<file path="src/hdl/bmhe_pkg.sv">
// Shared types and constants for the binary moment Hessian engine.
// Used by every module of the block; depends on nothing else.
package bmhe_pkg;

  localparam int unsigned WEIGHT_W   = 24;
  localparam int unsigned SUM_W      = 32;
  localparam int unsigned PROD_W     = 2 * SUM_W;
  localparam int unsigned OUT_W      = 51;
  localparam int unsigned FRAC_W     = 16;
  localparam int unsigned RND_W      = PROD_W - FRAC_W;
  localparam int unsigned PAIR_W     = 8;
  localparam int unsigned LOAD_W     = 8;
  localparam int unsigned STRIDE_W   = 5;
  localparam int unsigned UBITS_W    = 4;
  localparam int unsigned STEP_W     = $clog2(PAIR_W);
  localparam int unsigned CFG_IDX_W  = 2;
  localparam int unsigned CFG_DATA_W = 5;
  localparam int unsigned DBL_W      = 2;

  localparam logic [STRIDE_W-1:0] STRIDE_RST = 5'd8;
  localparam logic [UBITS_W-1:0]  UBITS_RST  = 4'd8;
  localparam logic [PROD_W-1:0]   ROUND_HALF = PROD_W'(64'd1 << (FRAC_W - 1));

  localparam logic [CFG_IDX_W-1:0] REG_PAIR_STRIDE = 2'd0;
  localparam logic [CFG_IDX_W-1:0] REG_USED_BITS   = 2'd1;

  localparam logic OP_LOAD  = 1'b0;
  localparam logic OP_QUERY = 1'b1;

  // Accumulator control from the sequencer.
  typedef struct packed {
    logic clear;
    logic add;
    logic ok1;
    logic ok2;
  } acc_ctrl_t;

endpackage

</file>
<file path="src/hdl/bmhe_div.sv">
// Two-lane restoring divider: splits both pair indices by the stride,
// one quotient bit per cycle. Depends on bmhe_pkg.
module bmhe_div import bmhe_pkg::*; (
  input  logic                          clk_i,
  input  logic                          rst_ni,
  input  logic                          start_i,
  input  logic [1:0][PAIR_W-1:0]        dividend_i,
  input  logic [STRIDE_W-1:0]           divisor_i,
  output logic                          done_o,
  output logic [1:0][PAIR_W-1:0]        quot_o,
  output logic [1:0][STRIDE_W-1:0]      rem_o
);

  logic                       busy_q, busy_d;
  logic                       done_q, done_d;
  logic [STEP_W-1:0]          step_q, step_d;
  logic [STRIDE_W-1:0]        div_q, div_d;
  logic [1:0][PAIR_W-1:0]     acc_q, acc_d;
  logic [1:0][STRIDE_W-1:0]   rem_q, rem_d;
  logic [1:0][STRIDE_W:0]     rem_sh;
  logic [1:0][STRIDE_W:0]     rem_nx;
  logic [1:0]                 fits;

  always_comb begin
    for (int l = 0; l < 2; l++) begin
      rem_sh[l] = {rem_q[l], acc_q[l][PAIR_W-1]};
      fits[l]   = rem_sh[l] >= {1'b0, div_q};
      rem_nx[l] = fits[l] ? rem_sh[l] - {1'b0, div_q} : rem_sh[l];
    end
  end

  always_comb begin
    busy_d = busy_q;
    done_d = 1'b0;
    step_d = step_q;
    div_d  = div_q;
    acc_d  = acc_q;
    rem_d  = rem_q;
    if (start_i) begin
      busy_d = 1'b1;
      step_d = '0;
      div_d  = divisor_i;
      acc_d  = dividend_i;
      rem_d  = '0;
    end else if (busy_q) begin
      for (int l = 0; l < 2; l++) begin
        // remainder stays below the divisor, so it fits the narrow register
        rem_d[l] = rem_nx[l][STRIDE_W-1:0];
        acc_d[l] = {acc_q[l][PAIR_W-2:0], fits[l]};
      end
      step_d = step_q + STEP_W'(1);
      if (step_q == STEP_W'(PAIR_W - 1)) begin
        busy_d = 1'b0;
        done_d = 1'b1;
      end
    end
  end

  always_ff @(posedge clk_i or negedge rst_ni) begin
    if (!rst_ni) begin
      busy_q <= 1'b0;
      done_q <= 1'b0;
      step_q <= '0;
    end else begin
      busy_q <= busy_d;
      done_q <= done_d;
      step_q <= step_d;
    end
  end

  always_ff @(posedge clk_i) begin
    div_q <= div_d;
    acc_q <= acc_d;
    rem_q <= rem_d;
  end

  assign done_o = done_q;
  assign quot_o = acc_q;
  assign rem_o  = rem_q;

  a_no_restart: assert property (@(posedge clk_i) disable iff (!rst_ni)
    start_i |-> !busy_q)
    else $error("divider restarted while busy");

  a_done_after_busy: assert property (@(posedge clk_i) disable iff (!rst_ni)
    done_q |-> $past(busy_q) && !busy_q)
    else $error("divider done without a run");

endmodule

</file>
<file path="config.mk">
export PLATFORM = sky130hd
export DESIGN_NAME = bmhe_div
export DESIGN_NICKNAME = d
export VERILOG_FILES = /design/src/hdl/bmhe_pkg.sv /design/src/hdl/bmhe_div.sv
export SDC_FILE = /design/constraint.sdc
export NUM_CORES = 1
export LEC_CHECK = 0
export ABC_AREA = 0
export BUFFER_PORTS_ARGS = -buffer_cell sky130_fd_sc_hd__buf_2
export CAP_MARGIN = 20
export CORE_MARGIN = 3
export CORE_UTILIZATION = 40
export CTS_CLUSTER_SIZE = 25
export DETAILED_ROUTE_END_ITERATION = 8
export HOLD_SLACK_MARGIN = 0.12
export PLACE_DENSITY = 0.63
export SYNTH_ARGS = -nofsm -noshare
export SYNTH_HDL_FRONTEND = slang
export SYNTH_SLANG_ARGS = --single-unit
export TNS_END_PERCENT = 100
</file>
<file path="constraint.sdc">
create_clock -name clk_i -period 1.9 [get_ports clk_i]
set_input_delay 0.38 -clock clk_i [delete_from_list [all_inputs] [get_ports clk_i]]
set_output_delay 0.38 -clock clk_i [all_outputs]
set_load 0.05 [all_outputs]
</file>
# Word level (Yosys, flattened, before mapping)
# Index checks and enable logic that the tools add are counted.
# W data, S select, Z words.
dict set report classes {
  add_sub_neg 3
  order_cmp 2
  eq_ne 1
  n_mux 12
  reduce_logical 1
}
# cell n
set op_table {}
lappend op_table {{$mux W16} 2}
lappend op_table {{$ge A6 B5 Y1} 2}
lappend op_table {{$mux W5} 2}
lappend op_table {{$sub A5 B5 Y5} 2}
lappend op_table {{$mux W1} 6}
lappend op_table {{$mux W3} 2}
lappend op_table {{$add A3 B1 Y3 const B} 1}
lappend op_table {{$eq A3 B3 Y1 const B} 1}
lappend op_table {{$reduce_bool A2 Y1} 1}
dict set report totals {
  reg_bits 36
  input_bits 24
  out_inout_bits 27
  word_cells 27
}

# Longest topological paths before layout
dict set report depth {
  ltp_word 4
  mapped_depth 8
  depth_no_buf 8
}

# Worst setup path after synthesis
# No wires, ideal clock.
dict set report synth_timing {
  path_kind {register to register}
  start {register acc_q (netlist bit quot_o[7])}
  end {register acc_q (netlist bit quot_o[0]), data pin}
  setup_ns 0.260
  t_arrival_ns 2.090
  required_time_ns 1.640
  setup_slack_ns -0.450
  stages_incl_launch_ff 9
  n_path_buf 0
  synth_period_minus_slack_ns 2.350
  cell_sequence {edfxtp_1 > inv_1 > ha_1 > inv_1 > fa_1 > a21oi_2 > a21oi_2 > or2_4 > mux2_2}
}
# item line
set synth_lines {}
lappend synth_lines {{from (decl)} bmhe_div.sv:18} ;# logic [1:0][PAIR_W-1:0] acc_q, acc_d;
lappend synth_lines {{from (signal assigned)} bmhe_div.sv:73} ;# acc_q <= acc_d;

==> results_tabular.tex <==
\begin{tabular}{lr}
\hline
Metric & Value \\
\hline
\multicolumn{2}{l}{\textbf{Final layout}} \\
\quad Final cell area excluding filler cells & 0.00269 mm2 \\
\quad Synth-to-Final Area Change & 39.7\% \\
\quad Most frequent standard cell in the layout excluding fill and tap cells & sky130\_fd\_sc\_hd\_\_buf\_2 \\
\quad Number of inserted filler cells in the final layout & 382 \\
\quad Antenna diode instance count & 0 \\
\quad Final layout net count & 275 \\
\quad Non-filler cells in the finished layout & 290 \\
\quad Fraction of layout instances using a drive strength above 1 & 0.525 \\
\quad Leading cell types in the layout, fill and taps excluded & sky130\_fd\_sc\_hd\_\_buf\_2 (50), sky130\_fd\_sc\_hd\_\_edfxtp\_1 (21), sky130\_fd\_sc\_hd\_\_buf\_4 (21) \\
\multicolumn{2}{l}{\textbf{Drt}} \\
\quad Detailed-route vias per instance & 5.40 \\
\quad Aggregate routed wire length & 4930 um \\
\quad Wire length per cell after detailed routing & 17.0 um \\
\quad Routed vias & 1,566 \\
\quad Number of violations reported at the end of detailed-routing iteration 0 & 78 \\
\quad DRC violations left & 0 \\
\quad Count of nets left with antenna violations after detail routing & 0 \\
\quad TritonRoute pass-1 iters & 4 \\
\multicolumn{2}{l}{\textbf{Setup path}} \\
\quad Required time at the endpoint of the critical path & 1.94 ns \\
\quad Critical path fanouts, max & 5 \\
\quad Startpoint types & flop \\
\quad Critical path class & reg2reg \\
\quad Worst r2r path cells & 8 \\
\quad Type of element capturing the critical path & flop \\
\quad Worst EP arrival & 2.13 ns \\
\multicolumn{2}{l}{\textbf{Clock tree}} \\
\quad Number of clock sinks & 36 \\
\quad Clock root buffer & sky130\_fd\_sc\_hd\_\_clkbuf\_8 \\
\quad Clock Pin Slew Worst Setup and Hold Paths & 0.07 ns \\
\quad Clock latency on the worst-skew pair & 0.29 ns \\
\quad Number of buffers on the longest clock path & 2 \\
\quad TritonCTS clock tree & built \\
\quad Number of H-tree levels & 2 \\
\quad Number of buffers created by CTS & 5 \\
\multicolumn{2}{l}{\textbf{Synthesis}} \\
\quad Post-Synthesis Cell Area & 0.00192 mm2 \\
\quad Most area-consuming cells after synthesis & sky130\_fd\_sc\_hd\_\_edfxtp\_1 (33\%), sky130\_fd\_sc\_hd\_\_dfxtp\_1 (10\%), sky130\_fd\_sc\_hd\_\_mux2\_2 (9.4\%) \\
\quad Area share of the largest cell type after synthesis & 0.328 \\
\quad Register bit total from synthesis & 36 \\
\quad Post-synthesis sequential area ratio & 0.497 \\
\quad Yosys warning total & 0 \\
\quad Post-Synthesis Cells & 161 \\
\quad Average footprint of a synthesized cell & 12.0 um2 \\
\quad Distinct cell type count after synthesis & 33 \\
\quad Top cell type by total area after synthesis & sky130\_fd\_sc\_hd\_\_edfxtp\_1 \\
\quad Synth Net Count & 199 \\
\multicolumn{2}{l}{\textbf{Placed design}} \\
\quad Count of input and output buffers & 50 \\
\quad Total instance count after detailed placement & 270 \\
\quad Final RePlAce weighted congestion & 0.850 \\
\quad Half-perimeter wire length after detailed placement & 3380 um \\
\quad Dpl cell area & 0.00234 mm2 \\
\multicolumn{2}{l}{\textbf{Power and ir drop}} \\
\quad Static Leakage & 1.25 nW \\
\quad Max VDD drop & 757 uV \\
\quad Power density over the cells & 1510 mW/mm2 \\
\multicolumn{2}{l}{\textbf{Die}} \\
\quad Number of rows in the core area & 24 \\
\quad Core region area & 0.00450 mm2 \\
\quad Die outline width & 75.4 um \\
\quad Vertical die dimension & 75.4 um \\
\quad Initial core utilization & 0.427 \\
\quad \# IOs & 51 \\
\quad Die Footprint & 0.00568 mm2 \\
\multicolumn{2}{l}{\textbf{GRT}} \\
\quad Vias in the first global route & 1,616 \\
\quad Total Routing Usage GR & 0.180 \\
\quad Overflow after GRT & 0 \\
\quad Antenna violations before repair & 0 \\
\quad Global-route wire length before repair & 7530 um \\
\quad Largest net degree at the start of global routing & 21 \\
\multicolumn{2}{l}{\textbf{Timing}} \\
\quad Actual slew at the worst max-slew pin & 0.636 ns \\
\quad Endpoints failing setup & 12 \\
\quad Final critical-path share of the clock period & 1.10 \\
\quad Endpoints failing hold & 0 \\
\quad Number of max-slew violations in the final report & 0 \\
\quad Clock period minus final worst setup slack & 2.09 ns \\
\quad Rel. slew slack & 0.576 \\
\quad Setup slack after layout & -0.195 ns \\
\quad TNS Setup & -1.38 ns \\
\quad Unrepaired setup endpoints after global routing & true \\
\quad Fmax achieved & 477 MHz \\
\quad Layout Skew & 0.00625 ns \\
\multicolumn{2}{l}{\textbf{Min path}} \\
\quad Instance count along the most critical hold path & 1 \\
\quad Worst hold-check path type & in2reg \\
\multicolumn{2}{l}{\textbf{Job}} \\
\quad Maximum Capacitance Violations & 0 \\
\multicolumn{2}{l}{\textbf{Outcome}} \\
\quad Outcome & complete, but fails checks \\
\quad Violated checks & negative setup slack \\
\hline
\end{tabular}
==> flip-flops by register name (all words and copies together), names as in the netlist <==
name / cells
busy_q: 1
step_q: 3
quot_o: 16
done_o: 1
div_q: 5
rem_o: 10
==> Yosys cell counts <==
cell and instances:
sky130_fd_sc_hd__edfxtp_1 21, sky130_fd_sc_hd__mux2_2 16, sky130_fd_sc_hd__inv_1 14, sky130_fd_sc_hd__ha_1 12
sky130_fd_sc_hd__nand2_1 12, sky130_fd_sc_hd__dfxtp_1 10, sky130_fd_sc_hd__nor2_1 8, sky130_fd_sc_hd__o21bai_1 6
sky130_fd_sc_hd__dfrtp_1 5, sky130_fd_sc_hd__a21oi_2 4, sky130_fd_sc_hd__a311oi_1 4, sky130_fd_sc_hd__buf_2 4
sky130_fd_sc_hd__mux2i_1 4, sky130_fd_sc_hd__nor4b_1 4, sky130_fd_sc_hd__clkbuf_1 3, sky130_fd_sc_hd__xnor2_1 3
sky130_fd_sc_hd__a21oi_1 2, sky130_fd_sc_hd__a311o_1 2, sky130_fd_sc_hd__a31o_2 2, sky130_fd_sc_hd__a32o_1 2
sky130_fd_sc_hd__fa_1 2, sky130_fd_sc_hd__nand3_1 2, sky130_fd_sc_hd__nand3b_1 2, sky130_fd_sc_hd__nor3b_1 2
sky130_fd_sc_hd__nor4_1 2, sky130_fd_sc_hd__o41ai_1 2, sky130_fd_sc_hd__or2_4 2, sky130_fd_sc_hd__or3_1 2
sky130_fd_sc_hd__or3b_2 2, sky130_fd_sc_hd__xor2_1 2, sky130_fd_sc_hd__a21o_1 1, sky130_fd_sc_hd__and2_1 1
sky130_fd_sc_hd__nor2b_1 1
==> layer usage <==
layer	up-vias	share of wire	global-route usage
met5	-	0	0
met1	770	0.41	0.216
met2	42	0.53	0.309
met4	0	0.021	0.0757
met3	11	0.040	0.0435
li1	743	-	-
==> through the flow <==
stage | utilization | worst slack [ns] | power, W | hold WS [ns]
floorplan | - | -0.400 | 0.00246 | 0.0844
global placement | 0.520 | -0.135 | 0.00289 | 0.194
detailed placement | 0.520 | -0.179 | 0.00295 | 0.198
CTS | 0.573 | -0.165 | 0.00378 | 0.261
global route | 0.597 | -0.245 | 0.00427 | 0.255
finish | 0.597 | -0.195 | 0.00405 | 0.270
==> power breakdown <==
part | internal [W] | total [W] | switching (W)
Combinational | 0.000911 | 0.00223 | 0.00132
Sequential | 0.00101 | 0.00116 | 0.000142
Clock | 0.000389 | 0.000661 | 0.000271
Total | 0.00231 | 0.00405 | 0.00174
==> layout make-up <==
class                   instances  area, um2  area share
clock buffers                   6       72.6      0.0270
clock inverters                 2       35.0      0.0130
inverters                      14       52.6      0.0196
multi-input cells             104       1030       0.382
flip-flops and latches         36        956       0.356
well taps                      52       65.1      0.0242
repair buffers                 76        480       0.179
==> final timing paths <==
check	startpoint	to	slack, ns
max in group asynchronous	rst_ni	done_o	1.34
setup reg to reg	quot_o[7]	quot_o[0]	-0.19
min in group asynchronous	rst_ni	step_q[2]	0.43
setup / recovery	quot_o[7]	quot_o[0]	-0.19
hold reg to reg	rem_o[4]	rem_o[4]	0.51
hold / removal	divisor_i[2]	div_q[2]	0.27
==> critical path: stages, from the launching register on <==
cell and delay (ns):
sky130_fd_sc_hd__edfxtp_1 0.38, sky130_fd_sc_hd__inv_1 0.07, sky130_fd_sc_hd__ha_2 0.18, sky130_fd_sc_hd__inv_2 0.04, sky130_fd_sc_hd__fa_2 0.37, sky130_fd_sc_hd__a21oi_4 0.19, sky130_fd_sc_hd__a21oi_4 0.10, sky130_fd_sc_hd__or2_4 0.26
sky130_fd_sc_hd__mux2_2 0.26
==> kinds of logic after synthesis <==
group | after synthesis | share of synthesized area
AND/OR/NAND/NOR | 40 | 0.116
flip-flops | 36 | 0.497
AO/OA/AOI/OAI | 25 | 0.108
buffers and inverters | 21 | 0.0436
multiplexers | 20 | 0.114
adder cells (fa/ha/maj) | 14 | 0.0988
XOR/XNOR | 5 | 0.0228
==> what timing repair did <==
item / CTS / global route
setup buffers: 7 / 5
setup endpoints to repair: 12 / 12
hold buffers: 1 / 0
hold endpoints to repair: 5 / 0
pin swaps: 19 / 9
resized for setup: 13 / 12
(Power assumes the default switching activity.)
