## config.mk

```make
export PLATFORM = sky130hd
export DESIGN_NAME = bmhe_accum
export DESIGN_NICKNAME = d
export VERILOG_FILES = /design/src/hdl/bmhe_pkg.sv /design/src/hdl/bmhe_accum.sv
export SDC_FILE = /design/constraint.sdc
export NUM_CORES = 1
export LEC_CHECK = 0
export ABC_AREA = 1
export BUFFER_PORTS_ARGS = -buffer_cell sky130_fd_sc_hd__buf_2
export CAP_MARGIN = 15
export CORE_MARGIN = 5
export CORE_UTILIZATION = 55
export CTS_CLUSTER_DIAMETER = 60
export CTS_CLUSTER_SIZE = 14
export DETAILED_ROUTE_END_ITERATION = 10
export PLACE_DENSITY = 0.86
export SYNTH_ARGS = -nofsm -noshare
export SYNTH_HDL_FRONTEND = slang
export SYNTH_SLANG_ARGS = --single-unit
```

## constraint.sdc

```tcl
create_clock -name clk_i -period 2.3 [get_ports clk_i]
set_input_delay 0.115 -clock clk_i [delete_from_list [all_inputs] [get_ports clk_i]]
set_output_delay 0.115 -clock clk_i [all_outputs]
set_load 0.03 [all_outputs]
```

## src/hdl/bmhe_pkg.sv

```systemverilog
// Shared types and constants for the binary moment Hessian engine.
// Used by every module of the block; depends on nothing else.
package bmhe_pkg;

  localparam int unsigned WEIGHT_W   = 24;
  localparam int unsigned SUM_W      = 32;
  localparam int unsigned PROD_W     = 2 * SUM_W;
  localparam int unsigned OUT_W      = 51;
  localparam int unsigned FRAC_W     = 16;
  localparam int unsigned RND_W      = PROD_W - FRAC_W;
  localparam int unsigned PAIR_W     = 8;
  localparam int unsigned LOAD_W     = 8;
  localparam int unsigned STRIDE_W   = 5;
  localparam int unsigned UBITS_W    = 4;
  localparam int unsigned STEP_W     = $clog2(PAIR_W);
  localparam int unsigned CFG_IDX_W  = 2;
  localparam int unsigned CFG_DATA_W = 5;
  localparam int unsigned DBL_W      = 2;

  localparam logic [STRIDE_W-1:0] STRIDE_RST = 5'd8;
  localparam logic [UBITS_W-1:0]  UBITS_RST  = 4'd8;
  localparam logic [PROD_W-1:0]   ROUND_HALF = PROD_W'(64'd1 << (FRAC_W - 1));

  localparam logic [CFG_IDX_W-1:0] REG_PAIR_STRIDE = 2'd0;
  localparam logic [CFG_IDX_W-1:0] REG_USED_BITS   = 2'd1;

  localparam logic OP_LOAD  = 1'b0;
  localparam logic OP_QUERY = 1'b1;

  // Accumulator control from the sequencer.
  typedef struct packed {
    logic clear;
    logic add;
    logic ok1;
    logic ok2;
  } acc_ctrl_t;

endpackage

```

## src/hdl/bmhe_accum.sv

```systemverilog
// Moment accumulators: pair sums and joint sum over the walked entries.
// Depends on bmhe_pkg.
module bmhe_accum import bmhe_pkg::*; #(
  parameter int unsigned MAX_BITS = 8
) (
  input  logic                clk_i,
  input  acc_ctrl_t           ctrl_i,
  input  logic [MAX_BITS-1:0] mask1_i,
  input  logic [MAX_BITS-1:0] mask2_i,
  input  logic [MAX_BITS-1:0] idx_i,
  input  logic [WEIGHT_W-1:0] weight_i,
  output logic [SUM_W-1:0]    e1_o,
  output logic [SUM_W-1:0]    e2_o,
  output logic [SUM_W-1:0]    e12_o
);

  logic [SUM_W-1:0] e1_q, e1_d;
  logic [SUM_W-1:0] e2_q, e2_d;
  logic [SUM_W-1:0] e12_q, e12_d;
  logic [SUM_W-1:0] w_ext;
  logic             hit1, hit2;

  assign w_ext = SUM_W'(weight_i);
  assign hit1  = ctrl_i.ok1 && ((idx_i & mask1_i) == mask1_i);
  assign hit2  = ctrl_i.ok2 && ((idx_i & mask2_i) == mask2_i);

  always_comb begin
    e1_d  = e1_q;
    e2_d  = e2_q;
    e12_d = e12_q;
    if (ctrl_i.clear) begin
      e1_d  = '0;
      e2_d  = '0;
      e12_d = '0;
    end else if (ctrl_i.add) begin
      if (hit1) begin
        e1_d = e1_q + w_ext;
      end
      if (hit2) begin
        e2_d = e2_q + w_ext;
      end
      if (hit1 && hit2) begin
        e12_d = e12_q + w_ext;
      end
    end
  end

  always_ff @(posedge clk_i) begin
    e1_q  <= e1_d;
    e2_q  <= e2_d;
    e12_q <= e12_d;
  end

  assign e1_o  = e1_q;
  assign e2_o  = e2_q;
  assign e12_o = e12_q;

endmodule

```

Word level (Yosys, flattened, before mapping)
Cells that the tools add are included.
{"block": "totals", "reg_bits": 96, "inputBits": 53, "out_inout_bits": 96, "wordCells": 16}
{"block": "classes", "addsub": 3, "eq_ne": 2, "bitwise": 2, "n_reduce_logical": 6}
{"op": "$add A32 B24 Y32", "n": 3}
{"op": "$and A8 B8 Y8", "n": 2}
{"op": "$eq A8 B8 Y1", "n": 2}
{"op": "$reduce_and A2 Y1", "n": 3}
{"op": "$logic_and A1 B1 Y1", "n": 3}

Longest topological paths before layout
Gate-level depths: netlist of run 1.
{"block": "logic_depth", "word_depth": 5, "mapped_depth": 14}

Worst setup path before layout of run 1
Ideal clock, no wire load.
{"block": "synth_timing", "path_type": "register -> register", "startpoint": "register e12_q[0] (netlist: e12_o[0])", "endpoint": "register e12_q[26] (netlist: e12_o[26])", "setup_time_ps": 113, "t_arrival_ps": 1816, "slack_ps": 371, "stages_incl_launch_ff": 15, "cell_sequence": "dfxtp_1 ha_1 fa_1 nand2_1 nand2_1 nand3_1 nand2_2 nand2_1 nand2_1 nand2_1 nand2_1 nand2_1 nand2_1 nand2_1 nor2_1"}
{"block": "synth_between", "elab_chain_len": 1}
{"item": "from (decl)", "line_no": "bmhe_accum.sv:19", "text": "logic [SUM_W-1:0] e12_q, e12_d;"}
{"item": "from (signal assigned)", "line_no": "bmhe_accum.sv:51", "text": "e12_q <= e12_d;"}
{"item": "$add A32 B24 Y32", "line_no": "bmhe_accum.sv:43", "text": "e12_d = e12_q + w_ext;"}
No other way between the ends.
A chain may end at the register's enable or synchronous reset.

Worst setup path after layout of run 1
{"block": "layout_timing", "startpoint": "register e1_q[19] (netlist: e1_o[19])", "endpoint": "register e1_q[21] (netlist: e1_o[21])"}
{"block": "layout_between", "elab_chain_len": 1}
{"item": "from (decl)", "line_no": "bmhe_accum.sv:17", "text": "logic [SUM_W-1:0] e1_q, e1_d;"}
{"item": "from (signal assigned)", "line_no": "bmhe_accum.sv:49", "text": "e1_q <= e1_d;"}
{"item": "$add A32 B24 Y32", "line_no": "bmhe_accum.sv:37", "text": "e1_d = e1_q + w_ext;"}
No other way between the ends.

==> reports/metrics.yaml, run 1 <==
outcome: "finished clean"
synth_cell_types: 41
layout.nets: 2069
clock_sinks: 96
io_buffers: 148
fin_crit_ps: 2100
grt_pass1_vias: 10300
syn-cell-area_mm2: 0.00993
cts_repair_resize_count: 0
synth_edf_count: 0
maxCapViolCount: 0
drt-total-wl_um: 32200
place_hpwl_um: 26200
setup_viol: 0
dr.pass1.iters: 5
start_util_pct: 55.6
synth.avg_cell_area_um2: 5.52
crit_fanout: 5
tns_ps: 0
hold_viol: 0
drtIter0Drc: 1004
fp.coreArea_mm2: 0.0178
reg2reg_depth: 10
cts_hold_buffers: 0
grt_usage_pct: 30.9
ioPinCount: 149
wl_per_cell_um: 14.8
ys.flop_type: "dfxtp_1"
arrival_ps: 2370
synth-seq-cells: 96
cts_setup_buffers: 0
cts_max_path_buffers: 2
clock-skew-final_ps: 7.28
grt-ovfl-total: 0
antenna_found_initial: 0
n_antenna_cell: 0
synthCells: 1800
die_area_mm2: 0.0208
grt_pass1_wl_um: 50900
vias_per_cell: 5.18
p_leak_nw: 6.66
drv_slew: 0
gp_congestion: 0.976
fp-row-count: 49
finalCritPeriodShare_pct: 91.4
syn-num-nets: 1928
htreeDepth: 3
worstPathRequired_ps: 2570
grt_max_degree: 54
worstHoldPathType: "in2reg"
crit_type: "reg2reg"
clk_pin_slew_ps: 80
vdd_drop_max_mv: 0.364
pwr_density_cell_mw_per_mm2: 370
rsz0062_at_grt: "no"
yosysWarnings: 0
route.detailed.drc: 0
start_kind: "flip-flop"
max_freq_mhz: 476
cts_buffers: 9
area_growth_pct: 12.3
worstMarginPinSlew_ps: 449
cts_tree: "done"
timing.slew.headroom_pct: 70.0
insertion_delay_ps: 360
layout-drive-gt1-share_pct: 10.5
die_x_um: 144
final_antenna_net_count: 0
die_h_um: 144
root_buffer: "clkbuf_16"
total_power_w: 0.00412
async_flop_share_pct: 0
ys_seq_area_share_pct: 19.4
worst_setup_path_end_kind: "flip-flop"
min_path_cells: 4
vias: 11300
==> cells in the final DEF (no fill, tap or decap), types with 10 or more instances in the layout <==
cell,count
buf_2,148
o21ai_0,37
nand2_1,633
ha_1,72
o21bai_1,10
and2_1,11
dfxtp_1,96
nand4_1,22
xnor2_1,23
inv_1,353
nand3_1,119
o21a_1,16
a21oi_1,89
nor2_1,221
==> worst max-delay path, cell delays in order (launching register included) <==
cell,delay [ps]
dfxtp_1,360
ha_1,410
nand2_1,160
nor2_1,180
inv_1,80
nor2_1,230
nand3_1,230
nand4_1,150
nand3_1,80
nand2_1,80
inv_1,30
==> synth_stat cells (5+ instances only) <==
library cell	instances	area, µm²
nor3_1	9	45.0
nand4_1	22	138
and2_1	11	68.8
nand2_1	633	2380
nand3_1	119	596
xor2_1	9	78.8
inv_1	354	1330
nand2_2	5	31.3
ha_1	72	901
o21ai_1	7	35.0
nor2_2	8	50.1
xnor2_1	23	201
buf_6	8	90.1
a21oi_1	89	445
dfxtp_1	96	1920
o21bai_1	10	75.1
clkbuf_1	8	30.0
buf_4	7	52.6
nor2_1	221	830
o21ai_0	37	185
o21a_1	16	120
==> routing by layer <==
metal	track usage [%]	part of all wire, %	vias up
met3	5.39	9.2	68
met4	10.5	3.4	0
met1	41.9	44	5011
li1	-	-	5779
met5	0	0	-
met2	49.7	44	418
==> registers in the layout, summed over array words and instances (netlist names) <==
name and flops:
e12_o 32, e2_o 32, e1_o 32
==> final cells by class <==
class,count,area (µm²)
fillers,1759,6690
multi-input cells,1321,6470
flip-flops and latches,96,1920
inverters,356,1350
repair buffers,157,821
well taps,229,287
clock buffers,10,239
clock inverters,6,67.6
==> per-stage QoR <==
stage                     hold WS, ps  util (%)  cell area, µm²  setup WS (ps)  std cells
after floorplan                   366         -            9930            371       1800
after global placement            472      60.8           10800            307       2159
after detailed placement          487      60.8           10800            278       2159
after CTS                         176      62.5           11200            265       2175
after global routing              201      62.5           11200           53.5       2175
final                             171      62.5           11200            198       2175
==> where the power goes <==
part | internal, W | switching [W]
sequential | 0.00168 | 0.0000188
clock | 0.000879 | 0.000764
combinational | 0.000255 | 0.000527
total | 0.00281 | 0.00131
==> worst paths after layout <==
| path | endpoint | start | slack (ps) |
|---|---|---|---|
| min reg2reg | e2_o[2]$_SDFFE_PP0P_ | e2_o[2]$_SDFFE_PP0P_ | 500 |
| max | e1_o[21]$_SDFFE_PP0P_ | e1_o[19]$_SDFFE_PP0P_ | 200 |
| max reg2reg | e1_o[21]$_SDFFE_PP0P_ | e1_o[19]$_SDFFE_PP0P_ | 200 |
| min | e1_o[29]$_SDFFE_PP0P_ | ctrl_i[3] | 170 |
==> cell families (layout without fill, tap and decap cells) <==
group | Yosys count | in the layout | share of synthesized area (%)
DFF | 96 | 96 | 19.4
xor gates and xnor gates | 32 | 32 | 2.82
AOI/OAI and AO/OA | 169 | 169 | 9.57
adders and majority gates | 75 | 75 | 9.68
and+or+nand+nor | 1045 | 1045 | 43.1
buffers and inverters | 383 | 529 | 15.5
Power figures use the tool's default switching activity.
==> run 2, diff against run 1 <==
CTS_BUF_LIST = sky130_fd_sc_hd__clkbuf_16   (was unset)
==> reports/metrics.yaml, run 2 (same netlist as run 1, synthesis figures left out) <==
outcome: "finished clean"
n_antenna_cell: 0
r2r_setup_slack_ps: 200
worst-path-stages: 10
dr.pass1.iters: 6
cts_hold_buffers: 0
clk_pin_slew_ps: 80
area_growth_pct: 12.2
grt_usage_pct: 30.9
worst_setup_path_end_kind: "flip-flop"
start_util_pct: 55.6
whs_ps: 173
p_sw_share_pct: 32.1
grt_pass1_vias: 10300
min_path_cells: 4
timing.slew.headroom_pct: 68.3
seqPwrFrac_pct: 41.5
place_hpwl_um: 26200
hold_path_end: "e1_o[29]$_SDFFE_PP0P_"
cp_slowest_stage_delay_ps: 410
grt-ovfl-total: 0
gp_congestion: 0.976
maxCapViolCount: 0
cts_tree: "done"
p_int_w: 0.00278
worstPathRequired_ps: 2570
path_cells: "ha_1 > nand2_1 > nor2_1 > inv_1 > nor2_1 > nand3_1 > nand4_1 > nand3_1 > nand2_1 > inv_1"
root_buffer: "clkbuf_16"
arrival_ps: 2370
route.detailed.drc: 0
htreeDepth: 3
final_antenna_net_count: 0
hold_viol: 0
vias: 11300
final_cell_mix: "nand2_1 (633), inv_1 (353), nor2_1 (221), buf_2 (148), nand3_1 (119)"
hold_start: "ctrl_i[3]"
clock-skew-final_ps: 9.91
vdd_drop_max_mv: 0.366
layout_commonest_cell: "nand2_1"
fillers: 1766
drtIter0Drc: 1091
crit_fanout: 5
worstHoldPathType: "in2reg"
total_power_w: 0.00410
timing.critical_path.buf_inv: 2
worstMarginPinSlew_ps: 476
cts_max_path_buffers: 2
finalCritPeriodShare_pct: 91.2
regToRegStartpoint: "e1_o[19]$_SDFFE_PP0P_"
dpl_worst_slack_ps: 278
p_leak_nw: 6.66
crit_slowest_cell: "ha_1"
power.share.clock_pct: 39.4
max_freq_mhz: 477
die_area_mm2: 0.0208
cts_repair_resize_count: 0
start_kind: "flip-flop"
fp-row-count: 49
die_h_um: 144
cts_buffers: 9
io_buffers: 148
r2r-end: "e1_o[21]$_SDFFE_PP0P_"
layout.nets: 2069
reg2reg_depth: 10
stdcell_area_mm2: 0.0111
cp_top_family: "simple AND/OR/NAND/NOR gates"
pwr-share-comb_pct: 19.1
fin_ws_ps: 202
drt-total-wl_um: 32300
place_area_mm2: 0.0108
clock_sinks: 96
fin_crit_ps: 2100
rsz0062_at_grt: "no"
antenna_found_initial: 0
cts_setup_buffers: 0
grt_pass1_wl_um: 50900
p_switching_w: 0.00132
layout-drive-gt1-share_pct: 10.4
setup_viol: 0
crit_type: "reg2reg"
drv_slew: 0
grt_max_degree: 54
vias_per_cell: 5.20
ioPinCount: 149
die_x_um: 144
wl_per_cell_um: 14.8
fp.coreArea_mm2: 0.0178
insertion_delay_ps: 370
tns_ps: 0
pwr_density_cell_mw_per_mm2: 368
run 2: final cells by class:
class / count / area, µm² / area share, %
Multi-Input combinational cell: 1321 / 6470 / 58.1
Inverter: 356 / 1350 / 12.1
Sequential cell: 96 / 1920 / 17.2
Clock inverter: 7 / 71.3 / 0.640
Clock buffer: 9 / 225 / 2.02
Tap cell: 229 / 287 / 2.57
Timing Repair Buffer: 157 / 821 / 7.37
run 2: how the worst max path moves through the flow:
stage / slack (ps) / from / endpoint
finish: 200 / e1_o[19]$_SDFFE_PP0P_ / e1_o[21]$_SDFFE_PP0P_
global route: 50 / e1_o[19]$_SDFFE_PP0P_ / e1_o[21]$_SDFFE_PP0P_
CTS: 270 / e1_o[19]$_SDFFE_PP0P_ / e1_o[21]$_SDFFE_PP0P_
detailed placement: 280 / e2_o[0]$_SDFFE_PP0P_ / e2_o[18]$_SDFFE_PP0P_
global placement: 310 / e1_o[19]$_SDFFE_PP0P_ / e1_o[21]$_SDFFE_PP0P_
floorplan: 370 / e12_o[0]$_SDFFE_PP0P_ / e12_o[26]$_SDFFE_PP0P_
run 2: routing by layer:
layer | global-route usage [%] | share of wire [%] | vias to the layer above
li1 | - | - | 5785
met1 | 41.8 | 44 | 5048
met2 | 49.7 | 44 | 401
met3 | 5.39 | 8.8 | 66
met4 | 10.5 | 3.2 | 0
met5 | 0 | 0 | -
run 2: through the flow:
step,cells,utilization [%]
after global routing,2175,62.5
final,2175,62.5
after CTS,2175,62.5
after global placement,2159,60.8
after detailed placement,2159,60.8
after floorplan,1800,-
run 2: worst reg2reg max path: cells and delay by family, from the launching register on:
family / cells / cell delay, ps
fa+ha+maj: 1 / 410
buf+inv: 2 / 110
flops: 1 / 370
simple gates: 7 / 1100
run 2: power by group through the flow:
stage	logic (W)	registers [W]	clock network (W)
final	0.000783	0.00170	0.00161
after floorplan	0.000486	0.00177	0
after CTS	0.000773	0.00170	0.00163
after detailed placement	0.000767	0.00174	0
after global placement	0.000762	0.00174	0
after global routing	0.000872	0.00170	0.00169
==> run 3, diff against run 2 <==
MAX_ROUTING_LAYER = met4   (was unset)
clock period = 2.25 ns   (was 2.3 ns; I/O delays follow)
==> reports/metrics.yaml, run 3 (same netlist as run 1, synthesis figures left out) <==
die_area_mm2: 0.0208
cts_buffers: 9
timing.slew.headroom_pct: 70.9
drv_slew: 0
dr.pass1.iters: 6
final_cell_mix: "nand2_1 (632), inv_1 (353), nor2_1 (221), buf_2 (148), nand3_1 (119)"
cts_max_path_buffers: 2
gp_congestion: 0.981
outcome: "finished clean"
die_x_um: 144
layout_commonest_cell: "nand2_1"
clock_sinks: 96
layout-drive-gt1-share_pct: 10.4
max_freq_mhz: 479
insertion_delay_ps: 360
clk_pin_slew_ps: 70
cts_tree: "done"
fp.coreArea_mm2: 0.0178
finalCritPeriodShare_pct: 92.8
die_h_um: 144
vdd_drop_max_mv: 0.393
drtIter0Drc: 1014
start_kind: "flip-flop"
fin_crit_ps: 2090
cp_top_family: "simple AND/OR/NAND/NOR gates"
cts_hold_buffers: 0
route.detailed.drc: 0
p_leak_nw: 6.65
worstMarginPinSlew_ps: 436
htreeDepth: 3
layout.nets: 2067
worstPathRequired_ps: 2510
area_growth_pct: 12.3
pwr_density_cell_mw_per_mm2: 374
grt_pass1_wl_um: 51700
fin_util_pct: 62.5
cts_repair_resize_count: 0
crit_type: "reg2reg"
setup_viol: 0
cp_slowest_stage_delay_ps: 420
grt_pass1_vias: 10300
arrival_ps: 2350
antenna_found_initial: 1
hold_viol: 0
maxCapViolCount: 0
crit_fanout: 5
wl_met1_um: 14200
grt_max_degree: 68
worst_setup_path_end_kind: "flip-flop"
wl_met3_um: 3110
grt_usage_pct: 32.2
vias: 11400
fp-row-count: 49
final_antenna_net_count: 0
vias_per_cell: 5.24
place_hpwl_um: 26000
wl_met2_um: 13800
start_util_pct: 55.6
rsz0062_at_grt: "no"
worstHoldPathType: "in2reg"
io_buffers: 148
wl_per_cell_um: 14.9
root_buffer: "clkbuf_16"
crit_slowest_cell: "ha_1"
timing.critical_path.buf_inv: 2
clock-skew-final_ps: 9.01
grt-ovfl-total: 0
path_cells: "ha_1 > nand2_1 > nor2_1 > inv_1 > nor2_1 > nand3_1 > nand4_1 > nand3_1 > nand2_1 > inv_1"
ioPinCount: 149
drt-total-wl_um: 32300
top_layer: "met4"
tns_ps: 0
cts_setup_buffers: 0
## run 3: cell count changes in the layout (fill, tap and decap cells not counted), sizes merged
| cell | before | now |
|---|---|---|
| buf | 157 | 155 |
| diode | 0 | 1 |
## run 3: final timing paths
path	startpoint	end	slack, ps	depth (start not counted)
setup / recovery	e1_o[19]$_SDFFE_PP0P_	e1_o[21]$_SDFFE_PP0P_	160	10
hold / removal	weight_i[0]	e1_o[0]$_SDFFE_PP0P_	220	4
setup reg to reg	e1_o[19]$_SDFFE_PP0P_	e1_o[21]$_SDFFE_PP0P_	160	10
hold reg to reg	e12_o[31]$_SDFFE_PP0P_	e12_o[31]$_SDFFE_PP0P_	510	2
## run 3: layout make-up
type                       instances  area, µm²
sequential                        96       1920
antenna                            1       2.50
clock buffer                       9        225
timing repair buffer             155        818
multi-input combinational       1321       6470
tap                              229        287
inverter                         356       1350
clock inverter                     7       71.3
fill                            1817       6690
## run 3: tightest hold or removal path: stages
cell	delay (ps)
buf_2	130
ha_1	150
nor2_1	40
nor2_1	100
## run 3: per-stage QoR
stage	hold slack [ps]	cells	cell area, µm²	total power (W)	setup slack, ps
2_1_floorplan	364	1800	9930	0.00231	321
3_3_place_gp	471	2157	10800	0.00255	230
3_5_place_dp	486	2157	10800	0.00256	242
4_1_cts	198	2173	11100	0.00417	229
5_1_grt	243	2174	11100	0.00436	16.7
6_report	216	2174	11100	0.00417	162
## run 3: per-layer routing
| layer | global-route usage [%] | vias to the layer above |
|---|---|---|
| li1 | - | 5798 |
| met2 | 48.4 | 477 |
| met5 | - | - |
| met1 | 43.2 | 5037 |
| met3 | 5.22 | 78 |
| met4 | 12.6 | 0 |
## run 3: power breakdown
group,switching (W),total [W],internal (W)
Combinational,0.000541,0.000802,0.000261
Clock,0.000769,0.00163,0.000865
Sequential,0.0000189,0.00174,0.00172
